**src/sv/micfifo_pkg.sv**
```systemverilog
package micfifo_pkg;

  typedef logic [1:0] cmd_t;
  typedef logic [1:0] mode_t;
  typedef logic [7:0] sample_t;
  typedef logic [8:0] level_t;

  localparam cmd_t CMD_RESET = 2'd0;
  localparam cmd_t CMD_READ  = 2'd1;
  localparam cmd_t CMD_FILL  = 2'd2;

  localparam mode_t MODE_PHYSICAL = 2'd0;
  localparam mode_t MODE_INTERNAL = 2'd1;

  localparam int NOISE_LEN = 32;
  localparam int NOISE_IW  = $clog2(NOISE_LEN);

  typedef logic [NOISE_IW-1:0] noise_idx_t;

  // Cyclic noise pattern played back in internal noise mode.
  localparam sample_t NOISE_TABLE [NOISE_LEN] = '{
    8'hFC, 8'hFF, 8'hFF, 8'hFF, 8'hFF, 8'hFF, 8'hFF, 8'hFF,
    8'hFF, 8'hF5, 8'hFF, 8'hFF, 8'hFF, 8'hFF, 8'h8E, 8'hFF,
    8'hF4, 8'hE1, 8'hBF, 8'h9A, 8'h71, 8'h58, 8'h5B, 8'h5F,
    8'h62, 8'hC2, 8'h25, 8'h05, 8'h01, 8'h01, 8'h01, 8'h01
  };

endpackage

```
**src/sv/micfifo_ram.sv**
```systemverilog
module micfifo_ram #(
  parameter int WIDTH = 8,
  parameter int DEPTH = 320
) (
  input  logic                     clk,
  input  logic                     we,
  input  logic [$clog2(DEPTH)-1:0] waddr,
  input  logic [WIDTH-1:0]         wdata,
  input  logic [$clog2(DEPTH)-1:0] raddr,
  output logic [WIDTH-1:0]         rdata
);

  logic [WIDTH-1:0] mem [DEPTH];

  always_ff @(posedge clk) begin
    if (we) begin
      mem[waddr] <= wdata;
    end
    rdata <= mem[raddr];
  end

endmodule

```
**src/sv/micfifo_noise.sv**
```systemverilog
module micfifo_noise (
  input  logic                  clk,
  input  logic                  rst,
  input  logic                  step,
  output micfifo_pkg::sample_t  value
);

  import micfifo_pkg::*;

  noise_idx_t idx;
  noise_idx_t idx_next;

  // The index is advanced before use, so the byte shown is the one at idx + 1.
  // The table length is a power of two, so the add wraps by itself.
  assign idx_next = idx + 1'b1;
  assign value    = NOISE_TABLE[idx_next];

  always_ff @(posedge clk) begin
    if (rst) begin
      idx <= '0;
    end else if (step) begin
      idx <= idx_next;
    end
  end

endmodule

```
**src/sv/mic_sample_fifo_noise_fill.sv**
```systemverilog
// Emulated microphone sample buffer: a ring of BUFFER_SAMPLES byte samples with
// read and write pointers and a fill count. A command is taken when start is
// high and busy is low; its result (sample and fill_level) appears on the
// outputs for exactly one cycle with done high, and the receiver has no way to
// hold it off, so it must take every result as it comes. A pointer reset, a
// gated read, a fill on a full buffer, a noise fill outside internal mode and
// the unused command code give their result in the cycle after the transfer,
// and busy stays low. A read that passes the gate goes through a read state,
// because the sample memory has a registered read port. A fill writes one
// sample per cycle through the single memory write port until the buffer is
// full. After reset the block sweeps the whole sample memory to zero, one
// entry per cycle, which keeps busy high until the sweep ends; mode writes on
// the configuration channel are taken at any time, including during that
// sweep. The mode register should only be changed while no command is in
// flight.
module mic_sample_fifo_noise_fill #(
  parameter int BUFFER_SAMPLES = 320
) (
  input  logic                 clk,
  input  logic                 rst,
  input  logic                 start,
  output logic                 busy,
  input  micfifo_pkg::cmd_t    cmd,
  input  logic                 noise_on,
  input  logic                 button_pressed,
  output logic                 done,
  output micfifo_pkg::sample_t sample,
  output micfifo_pkg::level_t  fill_level,
  input  logic                 cfg_valid,
  output logic                 cfg_ready,
  input  micfifo_pkg::mode_t   cfg_data
);

  import micfifo_pkg::*;

  localparam int PW = $clog2(BUFFER_SAMPLES);
  localparam int CW = $clog2(BUFFER_SAMPLES + 1);
  localparam logic [PW-1:0] LAST = PW'(BUFFER_SAMPLES - 1);
  localparam logic [CW-1:0] FULL = CW'(BUFFER_SAMPLES);

  // Sequencer states.
  localparam logic [1:0] S_CLEAR = 2'd0;
  localparam logic [1:0] S_IDLE  = 2'd1;
  localparam logic [1:0] S_READ  = 2'd2;
  localparam logic [1:0] S_FILL  = 2'd3;

  logic [1:0]    state;
  logic [PW-1:0] rd_ptr;
  logic [PW-1:0] wr_ptr;
  logic [CW-1:0] count;
  mode_t         mode;
  logic          fill_noise;

  logic          accept;
  logic          read_open;

  // Shared pointer advance unit: one incrementer with wrap, used by the
  // clearing sweep, the fill loop and the read.
  logic [PW-1:0] adv_src;
  logic [PW-1:0] adv;

  logic          ram_we;
  logic [PW-1:0] ram_waddr;
  sample_t       ram_wdata;
  sample_t       ram_rdata;

  logic          noise_step;
  sample_t       noise_value;

  logic [PW:0]   ring_sum;
  logic [PW:0]   ring_wrap;

  assign busy      = (state != S_IDLE);
  assign cfg_ready = 1'b1;
  assign accept    = start && !busy;
  assign read_open = (mode == MODE_PHYSICAL) || button_pressed;

  assign adv_src = (state == S_READ) ? rd_ptr : wr_ptr;
  assign adv     = (adv_src == LAST) ? '0 : adv_src + 1'b1;

  assign noise_step = (state == S_FILL) && fill_noise;

  // Memory write port: the clearing sweep and the fill loop write at the write
  // pointer, a pointer reset zeroes the entry at the read pointer.
  always_comb begin
    ram_we    = 1'b0;
    ram_waddr = wr_ptr;
    ram_wdata = '0;
    case (state)
      S_CLEAR: begin
        ram_we = 1'b1;
      end
      S_IDLE: begin
        if (accept && cmd == CMD_RESET) begin
          ram_we    = 1'b1;
          ram_waddr = rd_ptr;
        end
      end
      S_FILL: begin
        ram_we    = 1'b1;
        ram_wdata = fill_noise ? noise_value : '0;
      end
      default: begin
        ram_we = 1'b0;
      end
    endcase
  end

  micfifo_ram #(
    .WIDTH ($bits(sample_t)),
    .DEPTH (BUFFER_SAMPLES)
  ) u_ram (
    .clk   (clk),
    .we    (ram_we),
    .waddr (ram_waddr),
    .wdata (ram_wdata),
    .raddr (rd_ptr),
    .rdata (ram_rdata)
  );

  micfifo_noise u_noise (
    .clk   (clk),
    .rst   (rst),
    .step  (noise_step),
    .value (noise_value)
  );

  always_ff @(posedge clk) begin
    if (rst) begin
      state      <= S_CLEAR;
      rd_ptr     <= '0;
      wr_ptr     <= '0;
      count      <= '0;
      mode       <= MODE_PHYSICAL;
      fill_noise <= 1'b0;
      done       <= 1'b0;
    end else begin
      done <= 1'b0;
      if (cfg_valid && cfg_ready) begin
        mode <= cfg_data;
      end
      case (state)
        S_CLEAR: begin
          // The sweep leaves the write pointer back at zero when it ends.
          wr_ptr <= adv;
          if (wr_ptr == LAST) begin
            state <= S_IDLE;
          end
        end
        S_IDLE: begin
          if (accept) begin
            sample     <= '0;
            fill_level <= level_t'(count);
            done       <= 1'b1;
            case (cmd)
              CMD_RESET: begin
                wr_ptr     <= rd_ptr;
                count      <= '0;
                fill_level <= '0;
              end
              CMD_READ: begin
                // The memory read is issued at this transfer; data is ready
                // in the next cycle.
                if (read_open) begin
                  done  <= 1'b0;
                  state <= S_READ;
                end
              end
              CMD_FILL: begin
                if (count != FULL && (!noise_on || mode == MODE_INTERNAL)) begin
                  done       <= 1'b0;
                  fill_noise <= noise_on;
                  state      <= S_FILL;
                end
              end
              default: begin
                done <= 1'b1;
              end
            endcase
          end
        end
        S_READ: begin
          sample <= ram_rdata;
          done   <= 1'b1;
          state  <= S_IDLE;
          if (count != '0) begin
            rd_ptr     <= adv;
            count      <= count - 1'b1;
            fill_level <= level_t'(count - 1'b1);
          end else begin
            fill_level <= level_t'(count);
          end
        end
        S_FILL: begin
          wr_ptr <= adv;
          count  <= count + 1'b1;
          if (count == FULL - 1'b1) begin
            sample     <= '0;
            fill_level <= level_t'(FULL);
            done       <= 1'b1;
            state      <= S_IDLE;
          end
        end
        default: begin
          state <= S_IDLE;
        end
      endcase
    end
  end

  // Expected write pointer from the read pointer and the count, used to check
  // that the ring bookkeeping stays consistent.
  assign ring_sum  = {1'b0, rd_ptr} + (PW + 1)'(count);
  assign ring_wrap = (ring_sum >= (PW + 1)'(BUFFER_SAMPLES)) ?
                     ring_sum - (PW + 1)'(BUFFER_SAMPLES) : ring_sum;

  a_count_range: assert property (@(posedge clk) disable iff (rst)
    count <= FULL)
    else $error("fill count exceeds buffer size");

  a_ptr_range: assert property (@(posedge clk) disable iff (rst)
    (rd_ptr <= LAST) && (wr_ptr <= LAST))
    else $error("pointer outside buffer");

  a_ring_consistent: assert property (@(posedge clk) disable iff (rst)
    (state == S_IDLE) |-> (wr_ptr == ring_wrap[PW-1:0]))
    else $error("write pointer does not match read pointer plus count");

  a_fill_progress: assert property (@(posedge clk) disable iff (rst)
    (state == S_FILL) |=> (count == $past(count) + 1'b1))
    else $error("fill loop did not add one sample");

endmodule
```
**config.mk**
```make
export PLATFORM = sky130hd
export DESIGN_NAME = mic_sample_fifo_noise_fill
export DESIGN_NICKNAME = d
export VERILOG_FILES = /design/src/sv/micfifo_pkg.sv /design/src/sv/micfifo_ram.sv /design/src/sv/micfifo_noise.sv /design/src/sv/mic_sample_fifo_noise_fill.sv
export SDC_FILE = /design/constraint.sdc
export NUM_CORES = 2
export LEC_CHECK = 0
export BUFFER_PORTS_ARGS = -buffer_cell sky130_fd_sc_hd__buf_4
export CAP_MARGIN = 10
export CORE_UTILIZATION = 40
export DETAILED_ROUTE_END_ITERATION = 16
export PLACE_DENSITY = 0.55
export SLEW_MARGIN = 20
export SYNTH_ARGS = -nofsm -noshare
export SYNTH_HDL_FRONTEND = slang
export SYNTH_SLANG_ARGS = --single-unit
```
**constraint.sdc**
```tcl
create_clock -name clk -period 22.3 [get_ports clk]
set_clock_uncertainty 0.2 [all_clocks]
set_input_delay 6.69 -clock clk [delete_from_list [all_inputs] [get_ports clk]]
set_output_delay 6.69 -clock clk [all_outputs]
set_load 0.01 [all_outputs]
```
==> reports/results.txt <==
Synth Flop Type: edfxtp_1
CP endpoint kind: register
first-pass GRT wire length: 396 mm
maximum VDD drop: 0.0814 mV
dpl hpwl: 165 mm
worst path required time: 22630 ps
total number of vias: 51600
final std cells w/o fill: 8855
fin nets: 5318
initial antenna violation count: 10
Placed Cells incl. Taps: 8369
syn avg cell area: 19.8 µm²
slack of the worst reg-to-reg path: 16450 ps
core area: 255000 µm²
Ports: 30
post_cts resized: 0
Final setup viols: 0
vias in the first global route: 52100
Die Span Y: 509 µm
#FFs+latches synth: 2623
DIE AREA: 259000 µm²
DRT antenna net count: 0
Setup Fix Bufs, Post-CTS: 0
CTS Buf Count: 286
crit-path max FO: 23
ys async rst share: 0%
Clock Sinks: 2623
Fmax: 96.5 MHz
leading cell type in the layout, fill and taps excluded: edfxtp_1
Die W: 509 µm
YS warnings: 0
Hold WC Path Type: reg -> reg
Routed WL: 277 mm
sequential element share of the synthesized area: 76.1%
met3 routed WL: 17.7 mm
clock buffer depth: 4
# fillers: 21200
Slowest-stage cell, CP: nand2_1
P_leak: 40.1 nW
Yosys cell types: 70
layout cell share with drive strength beyond 1: 20.3%
Top Layer Used: met5
crit path DAT: 10690 ps
DRT met1 WL: 118 mm
Crit path top cell by count: nor2_1
status: completed
Total GRT Usage: 21.4%
crit path cell chain: buf_4, inv_1, ha_1, nand3_1, nor3b_1, a31oi_1, nor2_1, nand2_1, nor2_1
drt pass-1 iters: 5
Tcrit/Tclk final: 46.4%
CP startpoint kind: primary input
Crit path largest cell delay: 870 ps
Mapped Area: 103000 µm²
Register Area: 78300 µm²
Pwr Density: 92.6 nW/µm²
EDFF count, synth: 2577
Final Cell Area: 116000 µm²
clock root cell: clkbuf_16
routed len/inst: 31.3 µm
I/O Buffers: 28
Hold Vio Cnt, Final: 0
Met2 Routed Length: 134 mm
starting DRC count in detailed routing: 5862
Post-Syn Nets: 5234
grt ovf: 0
commonest non-fill, non-tap cells in the layout: edfxtp_1, mux4_2, nor2_1, mux2i_1, clkbuf_16
Max-Slew Margin vs Limit: 18.6%
GP Congestion: 0.882
area of the multi-input gates: 23000 µm²
Worst Tran Pin Value: 1210 ps
final setup TNS: 0 ps
RSZ-0062 raised after global routing: false
area delta synth->final: 12.5%
Worst-path clk slew: 60 ps
critical path class: in -> reg
via density per instance: 5.83
overall power: 10.7 mW
fin crit period: 10360 ps
max_cap viols: 0
FP Rows: 185
DP Area: 107000 µm²
CTS tree: yes
initial core utilization: 40.4%
final slew viol count: 0
H-tree Lvls: 5
DRC viols: 0
Hold-fix buffers, CTS: 0
fin util: 45.4%
Worst-Skew Late Latency: 930 ps
cells after synthesis: 5208
largest net degree at the start of global routing: 151
==> logic make-up after synthesis <==
kind of cell,Yosys count,share of synthesized area (%)
other,1,0.00365
buffers and inverters,356,1.71
multiplexers,858,14.8
flip-flops,2623,76.1
adder cells (fa/ha/maj),16,0.195
AND/OR/NAND/NOR,809,3.49
XOR/XNOR,8,0.0681
AO/OA/AOI/OAI,537,3.66
==> flip-flops by register name, summed over array words and instances (netlist names), 2 cells and up <==
signal	cells
wr_ptr	9
u_noise.idx	5
rd_ptr	9
count	9
mode	2
sample	8
fill_level	9
u_ram.mem	2560
u_ram.rdata	8
state	2
==> area by class of cell <==
| class | count | area share (%) |
|---|---|---|
| Inverter | 23 | 0.0746 |
| Sequential cell | 2623 | 67.7 |
| Antenna cell | 1 | 0.00216 |
| Tap cell | 3366 | 3.64 |
| Timing Repair Buffer | 129 | 0.995 |
| Multi-Input combinational cell | 2229 | 19.9 |
| Clock inverter | 148 | 1.31 |
| Clock buffer | 336 | 6.45 |
==> worst max-delay path: cells and delay by family <==
kind	cells	cell delay, ps
adders and majority gates	1	320
AOI/OAI and AO/OA	1	100
and+or+nand+nor	5	3340
buffers and inverters	2	190
==> per-stage QoR <==
stage	hold WS [ps]	worst slack [ps]
2_1_floorplan	257	4120
6_report	297	11940
3_3_place_gp	280	11170
4_1_cts	293	12060
3_5_place_dp	286	11090
5_1_grt	325	11770
==> Yosys cell counts, drive strengths merged, types with 5 or more instances <==
| cell | instances | area [µm²] |
|---|---|---|
| a221oi | 75 | 657 |
| nand2 | 156 | 586 |
| clkbuf | 138 | 518 |
| mux4 | 526 | 11800 |
| or3 | 8 | 50.1 |
| o21a | 6 | 45.0 |
| edfxtp | 2577 | 77400 |
| nor3 | 36 | 191 |
| o22ai | 51 | 319 |
| a21oi | 52 | 260 |
| and3 | 9 | 56.3 |
| nor2 | 424 | 1600 |
| mux2i | 321 | 3210 |
| nor3b | 6 | 45.0 |
| nand2b | 23 | 144 |
| nand4 | 48 | 300 |
| ha | 16 | 200 |
| nand3b | 10 | 75.1 |
| nand3 | 47 | 235 |
| dfxtp | 46 | 921 |
| o2111ai | 9 | 78.8 |
| xnor2 | 5 | 43.8 |
| nor2b | 8 | 50.1 |
| inv | 22 | 82.6 |
| a31oi | 7 | 43.8 |
| buf | 195 | 1150 |
| nor4 | 10 | 68.8 |
| o221ai | 7 | 61.3 |
| a22o | 15 | 131 |
| mux2 | 11 | 124 |
| and2 | 12 | 75.1 |
| a22oi | 80 | 601 |
| o211ai | 60 | 450 |
| o21ai | 107 | 536 |
| a211oi | 42 | 315 |
==> power breakdown <==
| group | switching (mW) | internal, mW | total, mW |
|---|---|---|---|
| Sequential | 0.0393 | 5.39 | 5.43 |
| Combinational | 0.492 | 0.198 | 0.690 |
| Clock | 1.88 | 2.72 | 4.60 |
| Total | 2.41 | 8.31 | 10.7 |
==> routing by layer <==
| layer | vias to the layer above | global-route usage (%) |
|---|---|---|
| met1 | 27400 | 30.1 |
| met5 | - | 0 |
| met3 | 436 | 3.48 |
| met4 | 4 | 6.17 |
| met2 | 2158 | 34.4 |
| li1 | 21600 | - |
==> path summary, 6_finish.rpt <==
check,cells past startpoint,from,endpoint
min reg2reg,2,wr_ptr[8]$_SDFFE_PP0P_,wr_ptr[8]$_SDFFE_PP0P_
max,9,cmd[1],u_ram.mem[192][7]$_DFFE_PP_
max reg2reg,9,rd_ptr[1]$_SDFFE_PP0P_,u_ram.rdata[3]$_DFF_P_
min,2,wr_ptr[8]$_SDFFE_PP0P_,wr_ptr[8]$_SDFFE_PP0P_
No activity file was read; power rests on OpenSTA's default activity.
